[src/hdl/mie_pkg.sv]
// mie_pkg: shared types, codes and constants for the mips integer execute unit
// used by mie_regfile and mips_integer_execute_unit_top; depends on nothing
`default_nettype none
package mie_pkg;

    localparam int TEXT_DEPTH  = 4096;
    localparam int DATA_DEPTH  = 4096;
    localparam int STACK_DEPTH = 8192;
    localparam int TEXT_AW     = $clog2(TEXT_DEPTH);
    localparam int DATA_AW     = $clog2(DATA_DEPTH);
    localparam int STACK_AW    = $clog2(STACK_DEPTH);

    localparam logic [31:0] TEXT_BASE = 32'h0040_0000;
    localparam logic [31:0] DATA_BASE = 32'h1000_0000;
    localparam logic [31:0] STACK_TOP = 32'h7fff_ffff;

    localparam int CFG_W = 14;
    localparam logic [1:0] CFG_TEXT  = 2'd0;
    localparam logic [1:0] CFG_DATA  = 2'd1;
    localparam logic [1:0] CFG_STACK = 2'd2;

    localparam logic [2:0] ST_OK   = 3'd0;
    localparam logic [2:0] ST_OVF  = 3'd1;
    localparam logic [2:0] ST_DIVZ = 3'd2;
    localparam logic [2:0] ST_JUMP = 3'd3;
    localparam logic [2:0] ST_MEM  = 3'd4;

    typedef enum logic [5:0] {
        A_ADD, A_ADDI, A_ADDIU, A_ADDU, A_AND, A_ANDI, A_BEQ, A_BNE, A_DIV, A_DIVU,
        A_J, A_JAL, A_JALR, A_JR, A_LB, A_LBU, A_LH, A_LHU, A_LUI, A_LW,
        A_MFHI, A_MTHI, A_MFLO, A_MTLO, A_MULT, A_MULTU, A_NOR, A_XOR, A_OR, A_ORI,
        A_SB, A_SH, A_SW, A_SLT, A_SLTI, A_SLTIU, A_SLTU, A_SLL, A_SLLV, A_SRL,
        A_SRLV, A_SRA, A_SRAV, A_SUB, A_SUBU, A_PRELOAD
    } t_action;

    typedef enum logic [2:0] {
        S_IDLE, S_OPER, S_MUL, S_DIV, S_MAP, S_MEM, S_DONE
    } t_state;

    typedef enum logic [1:0] {
        SEG_TEXT, SEG_DATA, SEG_STACK
    } t_seg;

    typedef struct packed {
        logic [5:0]         action;
        logic [4:0]         src_reg;
        logic [4:0]         tgt_reg;
        logic [4:0]         dst_reg;
        logic [4:0]         shift_amount;
        logic signed [15:0] immediate;
        logic [25:0]        jump_target;
        logic [31:0]        preload_address;
        logic [7:0]         preload_value;
    } t_in;

    typedef struct packed {
        logic [2:0]         status;
        logic               reg_written;
        logic [4:0]         written_index;
        logic signed [31:0] written_value;
        logic signed [31:0] hi_now;
        logic signed [31:0] lo_now;
        logic [31:0]        pc_now;
    } t_out;

    typedef struct packed {
        logic        we;
        logic [4:0]  idx;
        logic [31:0] data;
    } t_gpr_wr;

endpackage
`default_nettype wire

[src/hdl/mie_regfile.sv]
// mie_regfile: 32 x 32 general register memory, two registered reads, one write
// depends on mie_pkg (t_gpr_wr); entries read zero until written
`default_nettype none
module mie_regfile (
    input  wire logic             i_clk,
    input  wire logic             i_rst_n,
    input  wire logic [4:0]       i_ra,
    input  wire logic [4:0]       i_rb,
    input  wire mie_pkg::t_gpr_wr i_wr,
    output logic      [31:0]      o_da,
    output logic      [31:0]      o_db
);
    logic [31:0] mem [32];
    logic [31:0] r_valid;
    logic [31:0] r_da;
    logic [31:0] r_db;
    logic        r_va;
    logic        r_vb;

    always_ff @(posedge i_clk) begin
        if (i_wr.we) begin
            mem[i_wr.idx] <= i_wr.data;
        end
        r_da <= mem[i_ra];
        r_db <= mem[i_rb];
    end

    // valid bits stand in for the all-zero reset of the array
    always_ff @(posedge i_clk) begin
        if (!i_rst_n) begin
            r_valid <= '0;
            r_va    <= 1'b0;
            r_vb    <= 1'b0;
        end else begin
            if (i_wr.we) begin
                r_valid[i_wr.idx] <= 1'b1;
            end
            r_va <= r_valid[i_ra];
            r_vb <= r_valid[i_rb];
        end
    end

    assign o_da = r_va ? r_da : '0;
    assign o_db = r_vb ? r_db : '0;
endmodule
`default_nettype wire

[config.mk]
export PLATFORM = sky130hd
export DESIGN_NAME = mie_regfile
export DESIGN_NICKNAME = d
export VERILOG_FILES = /design/src/hdl/mie_pkg.sv /design/src/hdl/mie_regfile.sv
export SDC_FILE = /design/constraint.sdc
export NUM_CORES = 1
export LEC_CHECK = 0
export BUFFER_PORTS_ARGS = -buffer_cell sky130_fd_sc_hd__buf_2
export CORE_MARGIN = 2
export CORE_UTILIZATION = 40
export DETAILED_ROUTE_END_ITERATION = 7
export SETUP_SLACK_MARGIN = 0.05
export SKIP_LAST_GASP = 1
export SYNTH_ARGS = -nofsm -noshare
export SYNTH_HDL_FRONTEND = slang
export SYNTH_SLANG_ARGS = --single-unit
[constraint.sdc]
create_clock -name i_clk -period 6.2 [get_ports i_clk]
set_input_delay 0.62 -clock i_clk [delete_from_list [all_inputs] [get_ports i_clk]]
set_output_delay 0.62 -clock i_clk [all_outputs]
set_load 0.05 [all_outputs]
==> results.md <==
- The worst reg2reg path depth is 3.
- The highest net fanout along the worst path is 17.
- The portion of the post-synthesis area used by sequential elements is 0.6531.
- Clock-pin slew was measured on the worst setup and hold paths at 0.06 ns.
- Post-CTS timing repair inserted 0 buffers for setup.
- The most instantiated flip-flop cell in the synthesis netlist is sky130_fd_sc_hd__edfxtp_1.
- In the routed layout, each cell is associated on average with a via count of 6.209.
- The total number of vias is approximately 25k.
- The critical path capture point is o_da[10].
- Dividing total power by cell area gives a power density of 303.4 nW/µm².
- The hold violation count in the final report is 0.
- Measured against its own limit, the worst slew margin works out to 0.1517.
- In this run, distinct cell masters in the synthesized netlist total 29.
- The congestion estimate from routability-driven global placement came to ~0.74.
- The worst-margin pin slew is 1.269 ns.
- The endpoint arrival time on the critical path is 2.42 ns.
- Across the VDD grid, the largest voltage drop is 229.0 µV.
- Detailed placement finished with a half-perimeter wire length of 73.25 mm.
- Port buffering added 113 buffers.
- The critical path buffer and inverter count is 2.
- The initial cell density of the core is 0.4041.
- The filler cells instantiated in the layout total around 10k.
- The number of max-capacitance violations reported is 0.
- Entering global routing, the biggest net connects 84 pins.
- Across all hold checks on the routed design, the worst slack comes to 0.2051 ns.
- In the layout the commonest cells are sky130_fd_sc_hd__edfxtp_1 (1024), sky130_fd_sc_hd__mux4_2 (652), sky130_fd_sc_hd__clkbuf_16 (121), sky130_fd_sc_hd__buf_2 (105), sky130_fd_sc_hd__dfxtp_1 (96).
- The worst setup path category is reg2out.
- The library cell used most frequently in the layout, excluding fill and tap cells, is sky130_fd_sc_hd__edfxtp_1.
- The part of the cycle the worst path needs is 0.4904.
- During synthesis, Yosys emitted a total of 0 warnings.
- The sum of overflow across all layers after global routing is 0.
- The number of optimization iterations in the first detailed-route pass is 5.
- The setup slack of the worst register-to-register path is 4.35 ns.
- The die is 357.9 µm tall.
- In this run, synthesis inferred 1024 flip-flops with an integrated enable.
- The post-layout net count is 2390.
- The master of the slowest instance on the critical path is sky130_fd_sc_hd__dfxtp_2.
- The startpoint of the worst register-to-register path is mem[31][30].
- Row generation in the floorplan step produced 129 rows.
- The flow ran to the end, and the final reports show no timing, DRC or antenna violations.
- The maximum clock path buffer count is 3.
- The growth of design area from synthesis to finish is 13.57%.
- The number of top-level pins is approximately 110.
- In the global route stage, overall resource usage came out at 0.2201.
- The worst register-to-register path ends at r_da[30].
- In the final timing run, aggregate negative setup slack is 0 ns.
- The fraction of final layout cells with drive strength greater than 1 is 0.4602.
- The critical path crosses 3 cells after its start point.
- In this run, synthesis produced a sequential element count of around 1.1k.
- Walking the worst path, the cells encountered are buf_4, and2_1, buf_2.
- Tracing the worst setup path back leads to its startpoint at r_va.
- After detailed routing, the average wire length per cell comes to 33.89 µm.
- The number of antenna violations at the first check in global routing is 10.
- The mean instance size in the synthesized netlist is 22.62 µm².
- Between clock sinks in the finished design, the worst skew comes to about 0.019 ns.
- The worst setup path is captured at a primary output.
- Synthesis produced a netlist with a net count of 2264.
- TritonCTS built the clock tree.
- The total of endpoints with negative setup slack in the final report is 0.
- TritonCTS created 119 clock buffers.
- The clock root buffer master is sky130_fd_sc_hd__clkbuf_16.
- The wire length of the first global-routing pass is roughly 200 mm.
- The total leakage power is 17.85 nW.
- In this run the remaining antenna-violating nets after routing total 0.
- The clock period minus worst slack is 3.041 ns.
- The biggest cell delay along the critical path is about 0.70 ns.
- After detailed routing, the total wire length is around 140 mm.
- For the worst setup path, the data required time is about 5.6 ns.
- The class of the tightest hold or removal check is in2reg.
- The number of pins with negative max-slew slack in the final report is 0.
- Measured along the x axis, the die boundary spans 357.9 µm.
- After synthesis, the share of flip-flops with an asynchronous set or reset is 0.
- The critical path launch point type is a flip-flop.
- After layout, the design draws a total of 17.26 mW.
- The hold-fix buffer count after cts is 0.
- The synthesized netlist occupies a cell area of 50090 µm².
- For this design, the sink count on the clock tree is 1122.
- Setup repair after global routing left no endpoint under its margin.
- The iteration-0 DRC count of the detailed router is between 2k and 3k.
- The count of mapped cells out of synthesis is 2214.
- The total of cells resized after clock tree synthesis is 0.
- In this design, the largest share of critical-path delay is due to buffers and inverters.
- The post-detailed-route DRC marker count is 0.
- The highest clock frequency the design can meet is 328.9 MHz.
- The area of the core region is roughly 120000 µm².
- The H-tree was split into 3 levels.
- The via count of the first global-routing pass was 27.23k.
- At the later pin of the worst-skew pair, clock insertion delay measures between 0.7 and 0.8 ns.
- The die covers about 130000 µm².
==> flip-flops by register name (all words and copies together) (netlist names) <==
register	count
r_db	32
r_va	1
mem	1024
r_valid	32
r_vb	1
r_da	32
==> logic make-up after synthesis <==
| logic type | synth area share |
|---|---|
| and+or+nand+nor | 0.01814 |
| muxes | 0.3102 |
| AOI/OAI and AO/OA | 0.001774 |
| DFF | 0.6531 |
| buffers and inverters | 0.01679 |
==> how the worst min path moves through the flow <==
stage | to | cells after the start | start
2_1_floorplan | r_valid[8] | 2 | r_valid[8]
3_3_place_gp | r_valid[8] | 2 | r_valid[8]
3_5_place_dp | r_valid[12] | 2 | r_valid[12]
4_1_cts | r_valid[18] | 2 | i_rst_n
5_1_grt | r_valid[16] | 2 | i_rst_n
6_report | r_valid[18] | 2 | i_rst_n
==> routing by layer <==
metal / vias up / part of all wire / GRT usage
met5: - / 0.000079 / 0
met4: 2 / 0.026 / 0.06151
met3: 217 / 0.078 / 0.03832
met2: 1175 / 0.49 / 0.3540
met1: 13990 / 0.41 / 0.3116
li1: 9992 / - / -
==> report_power, final <==
group	internal (mW)	total [mW]	switching (mW)
Combinational	0.592	1.29	0.700
Clock	4.44	7.49	3.05
Sequential	8.40	8.47	0.0752
Total	13.4	17.3	3.82
==> cell type report <==
class	count	area, µm²	share of cell area
inverters	3	11.26	0.0001980
well taps	1637	2048	0.03601
multi-input cells	922	16780	0.2949
diodes	3	7.507	0.0001320
repair buffers	172	1179	0.02072
clock inverters	70	823.3	0.01447
flip-flops and latches	1122	32710	0.5751
clock buffers	158	3327	0.05848
==> Yosys cell counts (all sizes together), types with 2 or more instances <==
| cell | instances | share of area |
|---|---|---|
| edfxtp | 1024 | 0.61 |
| mux4 | 652 | 0.29 |
| dfxtp | 98 | 0.039 |
| nor2 | 94 | 0.0070 |
| clkbuf | 87 | 0.0065 |
| buf | 80 | 0.010 |
| mux2 | 67 | 0.015 |
| and2 | 65 | 0.0081 |
| mux2i | 10 | 0.0020 |
| nand3b | 7 | 0.0010 |
| o21a | 5 | 0.00075 |
| nand2 | 4 | 0.00030 |
| nand3 | 3 | 0.00030 |
| or3b | 3 | 0.00052 |
| a2111oi | 2 | 0.00035 |
| inv | 2 | 0.00015 |
| nor2b | 2 | 0.00025 |
| nor3b | 2 | 0.00030 |
==> worst reg2reg max path: cells and delay by family, from the launching register on <==
kind / cells / cell delay [ns]
flops: 1 / 0.39
mux: 3 / 1.34
==> metrics by stage <==
step                worst slack, ns  area [µm²]  utilization  instances
finish                        3.159       56890       0.4589       4087
global route                  3.097       56880       0.4588       4084
CTS                           3.082       56880       0.4588       4084
detailed placement            2.686       52730       0.4254       3856
floorplan                     3.114       50090            -       2214
global placement              2.699       52730       0.4254       3856
No activity file was read; power rests on OpenSTA's default activity.
