$ cat config.mk
export PLATFORM = sky130hd
export DESIGN_NAME = mie_divider
export DESIGN_NICKNAME = d
export VERILOG_FILES = /design/src/hdl/mie_divider.sv
export SDC_FILE = /design/constraint.sdc
export NUM_CORES = 1
export LEC_CHECK = 0
export BUFFER_PORTS_ARGS = -buffer_cell sky130_fd_sc_hd__buf_2
export CAP_MARGIN = 20
export CORE_UTILIZATION = 45
export CTS_BUF_LIST = sky130_fd_sc_hd__clkbuf_4 sky130_fd_sc_hd__clkbuf_8 sky130_fd_sc_hd__clkbuf_16
export CTS_CLUSTER_DIAMETER = 150
export DETAILED_ROUTE_END_ITERATION = 10
export GPL_ROUTABILITY_DRIVEN = 0
export PLACE_DENSITY = 0.77
export SLEW_MARGIN = 20
export SYNTH_ARGS = -nofsm -noshare
export SYNTH_HDL_FRONTEND = slang
export SYNTH_SLANG_ARGS = --single-unit
$ cat constraint.sdc
create_clock -name i_clk -period 3.2 [get_ports i_clk]
set_input_delay 0.16 -clock i_clk [delete_from_list [all_inputs] [get_ports i_clk]]
set_output_delay 0.16 -clock i_clk [all_outputs]
set_load 0.1 [all_outputs]
$ cat src/hdl/mie_divider.sv
// mie_divider: unsigned 32-bit restoring divider, one quotient bit per cycle
// no package dependency; done pulses one cycle when quotient and remainder are final
`default_nettype none
module mie_divider (
    input  wire logic        i_clk,
    input  wire logic        i_rst_n,
    input  wire logic        i_start,
    input  wire logic [31:0] i_dividend,
    input  wire logic [31:0] i_divisor,
    output logic             o_done,
    output logic      [31:0] o_quotient,
    output logic      [31:0] o_remainder
);
    logic [31:0] r_rem;
    logic [31:0] r_quo;
    logic [31:0] r_div;
    logic [5:0]  r_cnt;
    logic        r_done;
    logic [32:0] shifted;
    logic [32:0] diff;

    assign shifted = {r_rem, r_quo[31]};
    assign diff    = shifted - {1'b0, r_div};

    always_ff @(posedge i_clk) begin
        if (i_start) begin
            r_rem <= '0;
            r_quo <= i_dividend;
            r_div <= i_divisor;
        end else if (r_cnt != '0) begin
            r_rem <= diff[32] ? shifted[31:0] : diff[31:0];
            r_quo <= {r_quo[30:0], ~diff[32]};
        end
    end

    always_ff @(posedge i_clk) begin
        if (!i_rst_n) begin
            r_cnt  <= '0;
            r_done <= 1'b0;
        end else begin
            r_done <= (r_cnt == 6'd1);
            if (i_start) begin
                r_cnt <= 6'd32;
            end else if (r_cnt != '0) begin
                r_cnt <= r_cnt - 6'd1;
            end
        end
    end

    assign o_done      = r_done;
    assign o_quotient  = r_quo;
    assign o_remainder = r_rem;
endmodule
`default_nettype wire

==> qor.txt, run 1 <==
RSZ-0062 raised after global routing: false
Die Ht: 118 um
Skew final: 0.0119 ns
Initial DRC Count: 313
#FFs+latches synth: 103
Worst-margin pin slew: 0.628 ns
Synthesized Nets: 682
HPWL Detailed: 9810 um
Max Clock Freq: 0.339 GHz
Critical Path End Type: flip-flop
Inserted Clock Buffers: 9
Worst R2R Path Depth: 11
Reg area: 2720 um^2
Port Buffers: 131
Kind of critical path: reg2reg
# fillers: 1078
Vias in the first global route: 4859
CTS HTree Levels: 3
CTS Sinks: 103
Worst EP arrival: 3.22 ns
Initial antenna violation count: 0
Drt pass-1 iters: 5
Ys Warns: 0
Nets: 840
Final period utilization: 0.922
Reg clk slew, reported paths: 0.07 ns
Worst-Skew Late Latency: 0.36 ns
Crit path time final: 2.95 ns
Maxcap violations: 0
Synth Cell Area: 6020 um^2
Crit Path Max Fanout: 7
Number of synthesized flops with an enable pin: 64
Via count: 4977
Setup slack after layout: 0.251 ns
Core area: 12800 um^2
Routed WL: 13900 um
CP Launch Type: flip-flop
Site Rows: 41
IO Pins: 132
Share of the yosys chip area belonging to registers: 0.449
Cells after Synth: 580
# DRC: 0
DIE AREA: 13800 um^2
Total track usage: 0.205
DR WL/cell: 15.2 um
Most frequent cells in the layout: buf_2, edfxtp_1, nor2_1
First-pass GRT wire length: 23000 um
Syn Area/Cell: 10.4 um^2
Initial core utilization: 0.469
Pre-CTS setup slack: 0.285 ns
Slew HR: 0.582
Total grt overflow: 0
CTS tree: built
N_diodes: 0
Status: finished, final reports clean
Count of pins over their slew limit: 0
Root Buffer: clkbuf_16
Layout cells sized above 1: 0.308
Setup Viol. Count Final: 0
Clk buf depth: 2
Synth Flop Type: edfxtp_1
Hold path depth: 2
Synth async-reset ratio: 0
Largest net degree at the start of global routing: 59
Die X: 118 um
Routed Antenna Nets: 0
P&R area growth vs syn: 25.2%
Drt via density: 5.44
Hold Fails Final Rpt: 0
Commonest non-fill, non-tap cell in the layout: buf_2
Multi-input gate area: 3060 um^2
CP Data Required Time: 3.47 ns
Worst Hold Class: in2reg
Synth cell types: 62
-- worst max-delay path, cell delays in order, from the launching register on --
cell and delay, ns:
edfxtp_1 0.33, inv_1 0.05, ha_1 0.38, a21oi_2 0.24, o21ai_1 0.11, a221oi_2 0.36, a21oi_2 0.13, o41a_1 0.45
a21oi_1 0.16, o21ai_1 0.11, mux2_4 0.31, a311oi_2 0.24
-- per-layer routing --
metal	track usage	wire, um	up-vias
met4	0.0665	188	0
met2	0.336	6420	148
li1	-	-	2451
met5	0	0	-
met3	0.0533	907	14
met1	0.262	6360	2364
-- logic make-up after synthesis --
family                   synth area share
AND/OR/NAND/NOR                     0.121
AO/OA/AOI/OAI                       0.172
flip-flops                          0.449
buffers and inverters              0.0464
multiplexers                       0.0959
adder cells (fa/ha/maj)            0.0740
XOR/XNOR                           0.0422
-- registers in the layout, indices dropped and copies added (netlist names) --
| register | count |
|---|---|
| o_remainder | 32 |
| o_done | 1 |
| o_quotient | 32 |
| r_cnt | 6 |
| r_div | 32 |
-- synthesized netlist by cell type (3+ instances only) --
| cell | instances | share of area |
|---|---|---|
| nor2_1 | 49 | 0.031 |
| a211oi_1 | 22 | 0.027 |
| nand2_1 | 37 | 0.023 |
| a311oi_1 | 4 | 0.0058 |
| dfxtp_1 | 39 | 0.13 |
| a21o_1 | 15 | 0.019 |
| inv_1 | 39 | 0.024 |
| nor2b_1 | 3 | 0.0031 |
| a31oi_1 | 4 | 0.0042 |
| and4_1 | 4 | 0.0058 |
| and3_1 | 6 | 0.0062 |
| edfxtp_1 | 64 | 0.32 |
| ha_1 | 34 | 0.071 |
| xnor2_1 | 19 | 0.028 |
| o31ai_1 | 3 | 0.0037 |
| mux2i_1 | 19 | 0.032 |
| nand3_1 | 10 | 0.0083 |
| xor2_1 | 10 | 0.015 |
| buf_6 | 4 | 0.0075 |
| clkbuf_1 | 20 | 0.012 |
| or3_1 | 3 | 0.0031 |
| o21a_1 | 3 | 0.0037 |
| a21oi_1 | 31 | 0.026 |
| nand2b_1 | 11 | 0.011 |
| nand4_1 | 3 | 0.0031 |
| a311oi_2 | 5 | 0.012 |
| o21ai_0 | 22 | 0.018 |
| nor3_1 | 13 | 0.011 |
| and2_1 | 3 | 0.0031 |
| o21ai_1 | 5 | 0.0042 |
| o211ai_1 | 8 | 0.010 |
| mux2_2 | 32 | 0.060 |
-- cell type report --
cell class / instances / share of cell area
Sequential cell: 103 / 0.362
Clock buffer: 9 / 0.0299
Timing Repair Buffer: 173 / 0.142
Inverter: 39 / 0.0194
Tap cell: 172 / 0.0286
Clock inverter: 7 / 0.0126
Multi-Input combinational cell: 412 / 0.406
-- stage by stage --
step                std cells  hold slack [ns]  TNS, ns   util  cell area, um^2
floorplan                 580            0.259  -0.0924      -             6060
global placement          867            0.336        0  0.537             6890
detailed placement        867            0.338        0  0.537             6890
CTS                       915           0.0158        0  0.587             7530
global route              915           0.0428        0  0.587             7530
finish                    915           0.0267        0  0.587             7530
-- path summary, 6_finish.rpt --
path | from | end | slack [ns]
min | i_rst_n | r_cnt[5] | 0.03
min reg2reg | o_remainder[8] | o_remainder[8] | 0.49
max | r_div[11] | o_remainder[30] | 0.25
max reg2reg | r_div[11] | o_remainder[30] | 0.25
-- what timing repair did --
action	4_1_cts	5_1_grt
setup buffers	0	0
hold buffers	32	0
resized for setup	0	0
hold endpoints to repair	32	0
Power of run 1 is not shown: default switching activity piles up to over one toggle a cycle in this logic, so the estimate is an artifact.
==> run 2, diff against run 1 <==
--- a/config.mk
+++ b/config.mk
@@ -12,7 +12,7 @@
 export CTS_CLUSTER_DIAMETER = 150
 export DETAILED_ROUTE_END_ITERATION = 10
 export GPL_ROUTABILITY_DRIVEN = 0
-export PLACE_DENSITY = 0.77
+export PLACE_DENSITY = 0.8
 export SLEW_MARGIN = 20
 export SYNTH_ARGS = -nofsm -noshare
 export SYNTH_HDL_FRONTEND = slang
==> constraint.sdc (replaced) <==
create_clock -name i_clk -period 2.55 [get_ports i_clk]
set_input_delay 0.1275 -clock i_clk [delete_from_list [all_inputs] [get_ports i_clk]]
set_output_delay 0.1275 -clock i_clk [all_outputs]
set_load 0.1 [all_outputs]
==> run 2 against run 1 <==
The flow now finishes with violations (negative setup slack). Cell area grew 16%. Fmax grew 3.9%. Critical path depth grew 1. Critical endpoint is now o_remainder[12].
==> qor.txt, run 2 (synthesis results as in run 1) <==
CP Data Required Time: 2.75 ns (was 3.47 ns)
Routed Antenna Nets: 0 (unchanged)
Maxcap violations: 0 (unchanged)
CP max stage cell: a221o_1 (was o41a_1)
Site Rows: 41 (unchanged)
Status: complete, but fails checks (was finished, final reports clean)
Slew HR: 0.557 (was 0.582)
Layout cells sized above 1: 0.453 (was 0.308)
Placed instance area: 7600 um^2 (was 6890 um^2)
First-pass GRT wire length: 26600 um (was 23000 um)
P&R area growth vs syn: 45.2% (was 25.2%)
CTS Sinks: 103 (unchanged)
Worst Hold Class: in2reg (unchanged)
Initial core utilization: 0.469 (unchanged)
Commonest non-fill, non-tap cell in the layout: buf_2 (unchanged)
Bufs and invs on worst path: 3 (was 1)
Die X: 118 um (unchanged)
CP max stage delay: 0.44 ns (was 0.45 ns)
RSZ-0062 raised after global routing: true (was false)
CTS tree: built (unchanged)
DR WL/cell: 16.7 um (was 15.2 um)
Crit path time final: 2.84 ns (was 2.95 ns)
Skew final: 0.0108 ns (was 0.0119 ns)
Leakage: 3.93 nW
Setup slack after layout: -0.290 ns (was 0.251 ns)
Initial DRC Count: 302 (was 313)
Routed WL: 17200 um (was 13900 um)
Clk buf depth: 2 (unchanged)
Count of pins over their slew limit: 0 (unchanged)
Drt via density: 5.49 (was 5.44)
Port Buffers: 131 (unchanged)
Critical Path End Type: flip-flop (unchanged)
# DRC: 0 (unchanged)
Failing checks: negative setup slack
Reg area: 2730 um^2 (was 2720 um^2)
Cell family with most CP delay: compound AO/OA/AOI/OAI gates (unchanged)
Worst-Skew Late Latency: 0.36 ns (about the same)
Peak supply drop: 1140 uV
Die Ht: 118 um (unchanged)
Via count: 5638 (was 4977)
# fillers: 938 (was 1078)
CP Launch Type: flip-flop (unchanged)
CTS HTree Levels: 3 (unchanged)
Setup Viol. Count Final: 32 (was 0)
Vias in the first global route: 5631 (was 4859)
Nets: 952 (was 840)
Core area: 12800 um^2 (unchanged)
Placed insts: 960 (was 867)
N_diodes: 0 (unchanged)
Drt pass-1 iters: 5 (unchanged)
Inserted Clock Buffers: 9 (unchanged)
Final instance area: 8740 um^2 (was 7530 um^2)
Multi-input gate area: 3400 um^2 (was 3060 um^2)
Reg clk slew, reported paths: 0.08 ns (was 0.07 ns)
Total track usage: 0.239 (was 0.205)
IO Pins: 132 (unchanged)
Hold Fails Final Rpt: 0 (unchanged)
Most frequent cells in the layout: buf_2, buf_4, edfxtp_1 (was buf_2, edfxtp_1, nor2_1)
Final std cells w/o fill: 1027 (was 915)
Max Clock Freq: 0.352 GHz (was 0.339 GHz)
Worst EP arrival: 3.04 ns (was 3.22 ns)
DIE AREA: 13800 um^2 (unchanged)
Worst-margin pin slew: 0.664 ns (was 0.628 ns)
PwrDens: 1450 nW/um^2
Final period utilization: 1.11 (was 0.922)
HPWL Detailed: 11800 um (was 9810 um)
Crit Path Max Fanout: 7 (unchanged)
Initial antenna violation count: 0 (unchanged)
Largest net degree at the start of global routing: 70 (was 59)
Tot Pwr: 12.7 mW
Kind of critical path: reg2reg (unchanged)
Final hold slack: 0.0661 ns (was 0.0267 ns)
Total grt overflow: 0 (unchanged)
Root Buffer: clkbuf_16 (unchanged)
CP cell instances: inv_1 -> ha_1 -> a21o_1 -> a211o_1 -> o2111ai_1 -> a21oi_1 -> a221o_1 -> nor2_4 -> buf_6 -> buf_8 -> mux2i_1 -> a211oi_1 (was inv_1 -> ha_1 -> a21oi_2 -> o21ai_1 -> a221oi_2 -> a21oi_2 -> o41a_1 -> a21oi_1 -> o21ai_1 -> mux2_4 -> a311oi_2)
[run 2: cell types whose count changed in the layout (fill, tap and decap cells not counted), sizes merged]
cell / previous run / this run
bufinv: 1 / 0
dlygate4sd3: 32 / 33
buf: 141 / 251
inv: 44 / 43
clkinv: 1 / 2
clkbuf: 9 / 11
[run 2: area by class of cell]
| cell class | count | share of cell area |
|---|---|---|
| multi-input combinational | 412 | 0.389 |
| sequential | 103 | 0.312 |
| timing repair buffer | 285 | 0.224 |
| clock buffer | 10 | 0.0266 |
| tap | 172 | 0.0246 |
| inverter | 39 | 0.0168 |
| clock inverter | 6 | 0.00587 |
[run 2: what timing repair did]
item,in CTS,in global routing
endpoints found under the hold margin,33,0
pin swaps,16,27
endpoints found under the setup margin,33,33
buffers inserted,12,8
gates cloned,0,1
resized for setup,34,34
hold buffers,33,0
[run 2: worst paths after layout]
| path | slack (ns) | cells after the start | from | endpoint |
|---|---|---|---|---|
| setup reg to reg | -0.29 | 12 | r_div[25] | o_remainder[12] |
| setup / recovery | -0.29 | 12 | r_div[25] | o_remainder[12] |
| hold / removal | 0.07 | 2 | i_dividend[2] | o_quotient[2] |
| hold reg to reg | 0.51 | 2 | o_remainder[0] | o_remainder[0] |
[run 2: per-layer routing]
metal	GRT usage	vias up	part of all wire
li1	-	2666	-
met1	0.276	2678	0.40
met2	0.413	257	0.50
met3	0.0620	37	0.067
met4	0.107	0	0.031
met5	0	-	0
[run 2: report_power, final]
part / switching [mW] / internal (mW)
Clock: 0.658 / 0.691
Combinational: 5.66 / 2.99
Sequential: 0.325 / 2.32
Total: 6.65 / 6.01
[run 2: stage by stage]
step	worst slack (ns)	util	TNS [ns]
3_5_place_dp	-0.238	0.593	-5.32
3_3_place_gp	-0.135	0.593	-2.12
2_1_floorplan	-0.742	-	-18.92
5_1_grt	-0.388	0.681	-9.72
6_report	-0.290	0.681	-5.60
4_1_cts	-0.217	0.663	-5.29
No activity file was read; power rests on OpenSTA's default activity.
==> run 3, diff against run 2 <==
--- a/config.mk
+++ b/config.mk
@@ -7,12 +7,12 @@
 export LEC_CHECK = 0
 export BUFFER_PORTS_ARGS = -buffer_cell sky130_fd_sc_hd__buf_2
 export CAP_MARGIN = 20
-export CORE_UTILIZATION = 45
+export CORE_UTILIZATION = 30
 export CTS_BUF_LIST = sky130_fd_sc_hd__clkbuf_4 sky130_fd_sc_hd__clkbuf_8 sky130_fd_sc_hd__clkbuf_16
 export CTS_CLUSTER_DIAMETER = 150
 export DETAILED_ROUTE_END_ITERATION = 10
 export GPL_ROUTABILITY_DRIVEN = 0
-export PLACE_DENSITY = 0.8
+export PLACE_DENSITY = 0.6
 export SLEW_MARGIN = 20
 export SYNTH_ARGS = -nofsm -noshare
 export SYNTH_HDL_FRONTEND = slang
==> run 3 against run 2 <==
The run still ends with negative setup slack left. Non-clock buffer count increased by 9. Clock-buffer cell count unchanged. Combinational power about the same. Largest power group unchanged. Largest cell class unchanged. Highest routed layer unchanged.
==> qor.txt, run 3 (synthesis results as in run 1) <==
Status: complete, but fails checks (unchanged)
Failing checks: negative setup slack (unchanged)
CTS Sinks: 103 (unchanged)
PwrDens: 1440 nW/um^2 (was 1450 nW/um^2)
Hold path depth: 2 (unchanged)
Tot Pwr: 12.8 mW (was 12.7 mW)
Nets: 961 (was 952)
Sw Share: 0.511 (was 0.525)
Worst Hold Class: in2reg (unchanged)
Peak supply drop: 722 uV (was 1140 uV)
Kind of critical path: reg2reg (unchanged)
Final instance area: 8890 um^2 (was 8740 um^2)
Leakage: 4.01 nW (was 3.93 nW)
# fillers: 1888 (was 938)
DIE AREA: 20600 um^2 (was 13800 um^2)
Worst-Skew Late Latency: 0.36 ns (about the same)
Final period utilization: 1.11 (about the same)
Clk buf depth: 2 (unchanged)
Reg area: 2730 um^2 (unchanged)
Skew final: 0.0114 ns (was 0.0108 ns)
Crit path time final: 2.82 ns (was 2.84 ns)
Critical Path End Type: flip-flop (unchanged)
Reg2reg start: r_div[0] (was r_div[25])
Placed insts: 1062 (was 960)
Die X: 144 um (was 118 um)
Largest net degree at the start of global routing: 42 (was 70)
Via count: 5397 (was 5638)
# DRC: 0 (unchanged)
Final std cells w/o fill: 1129 (was 1027)
Crit Path Max Fanout: 6 (was 7)
R2r endpoint: o_remainder[30] (was o_remainder[12])
Hold Fails Final Rpt: 0 (unchanged)
Worst R2R Path Depth: 12 (unchanged)
Total grt overflow: 0 (unchanged)
Comb pwr share: 0.676 (was 0.684)
Routed WL: 16600 um (was 17200 um)
Sw power: 6.54 mW (was 6.65 mW)
Placed instance area: 7790 um^2 (was 7600 um^2)
CTS HTree Levels: 3 (unchanged)
Setup slack after layout: -0.272 ns (was -0.290 ns)
Routed Antenna Nets: 0 (unchanged)
Internal power: 6.26 mW (was 6.01 mW)
Multi-input gate area: 3280 um^2 (was 3400 um^2)
Reg clk slew, reported paths: 0.08 ns (about the same)
DR WL/cell: 14.7 um (was 16.7 um)
Initial antenna violation count: 0 (unchanged)
Maxcap violations: 0 (unchanged)
Clk network pwr share: 0.122 (was 0.107)
Worst Min Path Start: i_dividend[19] (was i_dividend[2])
Initial DRC Count: 219 (was 302)
Hold EP: o_quotient[19] (was o_quotient[2])
Inserted Clock Buffers: 9 (unchanged)
Port Buffers: 131 (unchanged)
P&R area growth vs syn: 47.8% (was 45.2%)
CTS tree: built (unchanged)
Site Rows: 51 (was 41)
Most frequent cells in the layout: buf_2, buf_4, edfxtp_1 (unchanged)
Layout cells sized above 1: 0.450 (was 0.453)
Total track usage: 0.163 (was 0.239)
Count of pins over their slew limit: 0 (unchanged)
Pre-CTS setup slack: -0.228 ns (was -0.238 ns)
Slew HR: 0.639 (was 0.557)
Root Buffer: clkbuf_16 (unchanged)
Drt via density: 4.78 (was 5.49)
HPWL Detailed: 12100 um (was 11800 um)
Post-layout util: 0.454 (was 0.681)
GRT busiest layer: met2 (unchanged)
CP Launch Type: flip-flop (unchanged)
First-pass GRT wire length: 26100 um (was 26600 um)
Flop pwr share: 0.202 (was 0.209)
Worst-margin pin slew: 0.537 ns (was 0.664 ns)
Final hold slack: 0.0646 ns (was 0.0661 ns)
Met3 global-route usage: 0.0520 (was 0.0620)
M2 GR Usage: 0.270 (was 0.413)
N_diodes: 0 (unchanged)
GRT met1 Usage: 0.201 (was 0.276)
CP Data Required Time: 2.78 ns (was 2.75 ns)
Worst EP arrival: 3.05 ns (was 3.04 ns)
Core area: 19600 um^2 (was 12800 um^2)
FF-to-FF setup slack: -0.27 ns (was -0.29 ns)
Setup tns final: -4.72 ns (was -5.60 ns)
IO Pins: 132 (unchanged)
Setup Viol. Count Final: 32 (unchanged)
Vias in the first global route: 5267 (was 5631)
Die Ht: 144 um (was 118 um)
RSZ-0062 raised after global routing: true (unchanged)
Commonest non-fill, non-tap cell in the layout: buf_2 (unchanged)
Max Clock Freq: 0.354 GHz (was 0.352 GHz)
Initial core utilization: 0.307 (was 0.469)
Drt pass-1 iters: 4 (was 5)
run 3: power groups by stage:
stage          Clock [mW]  Combinational, mW  Sequential (mW)
2_1_floorplan           0               3.00             5.44
3_3_place_gp            0               7.94             2.60
3_5_place_dp            0               7.97             2.60
4_1_cts              1.61               8.16             2.58
5_1_grt              1.67               9.24             2.65
6_report             1.56               8.65             2.59
run 3: repair_timing:
action | 4_1_cts | 5_1_grt
setup endpoints to repair | 33 | 33
resized for setup | 12 | 44
endpoints found under the hold margin | 33 | 0
gates cloned | 0 | 2
hold buffers | 33 | 0
setup buffers | 7 | 10
pin swaps | 11 | 19
run 3: final cells by class:
cell class,count,share of cell area
repair buffers,294,0.234
clock buffers,10,0.0262
clock inverters,6,0.0110
inverters,39,0.0165
well taps,265,0.0373
multi-input cells,412,0.368
flip-flops and latches,103,0.307
run 3: per-layer routing:
layer,up-vias,wire (um)
met5,-,0
met2,137,7820
met1,2554,7500
met3,17,1100
met4,0,216
li1,2689,-
run 3: worst max-delay path: stages (launching register included):
cell	delay (ns)
edfxtp_1	0.43
ha_4	0.19
fa_2	0.36
nand2b_4	0.16
a21oi_4	0.19
o311ai_4	0.13
a21oi_2	0.22
a221o_1	0.25
nor2_4	0.06
buf_12	0.15
mux2_4	0.30
mux2i_2	0.17
a311oi_2	0.07
run 3: how the worst max path moves through the flow:
stage,startpoint,to,slack [ns],cells after the start
after floorplan,o_quotient[31],o_remainder[30],-0.74,12
after global placement,r_div[21],o_remainder[9],-0.18,10
after detailed placement,o_quotient[31],o_remainder[30],-0.23,12
after CTS,r_div[0],o_remainder[30],-0.23,11
final,r_div[0],o_remainder[30],-0.27,12
after global routing,r_div[0],o_remainder[30],-0.36,12
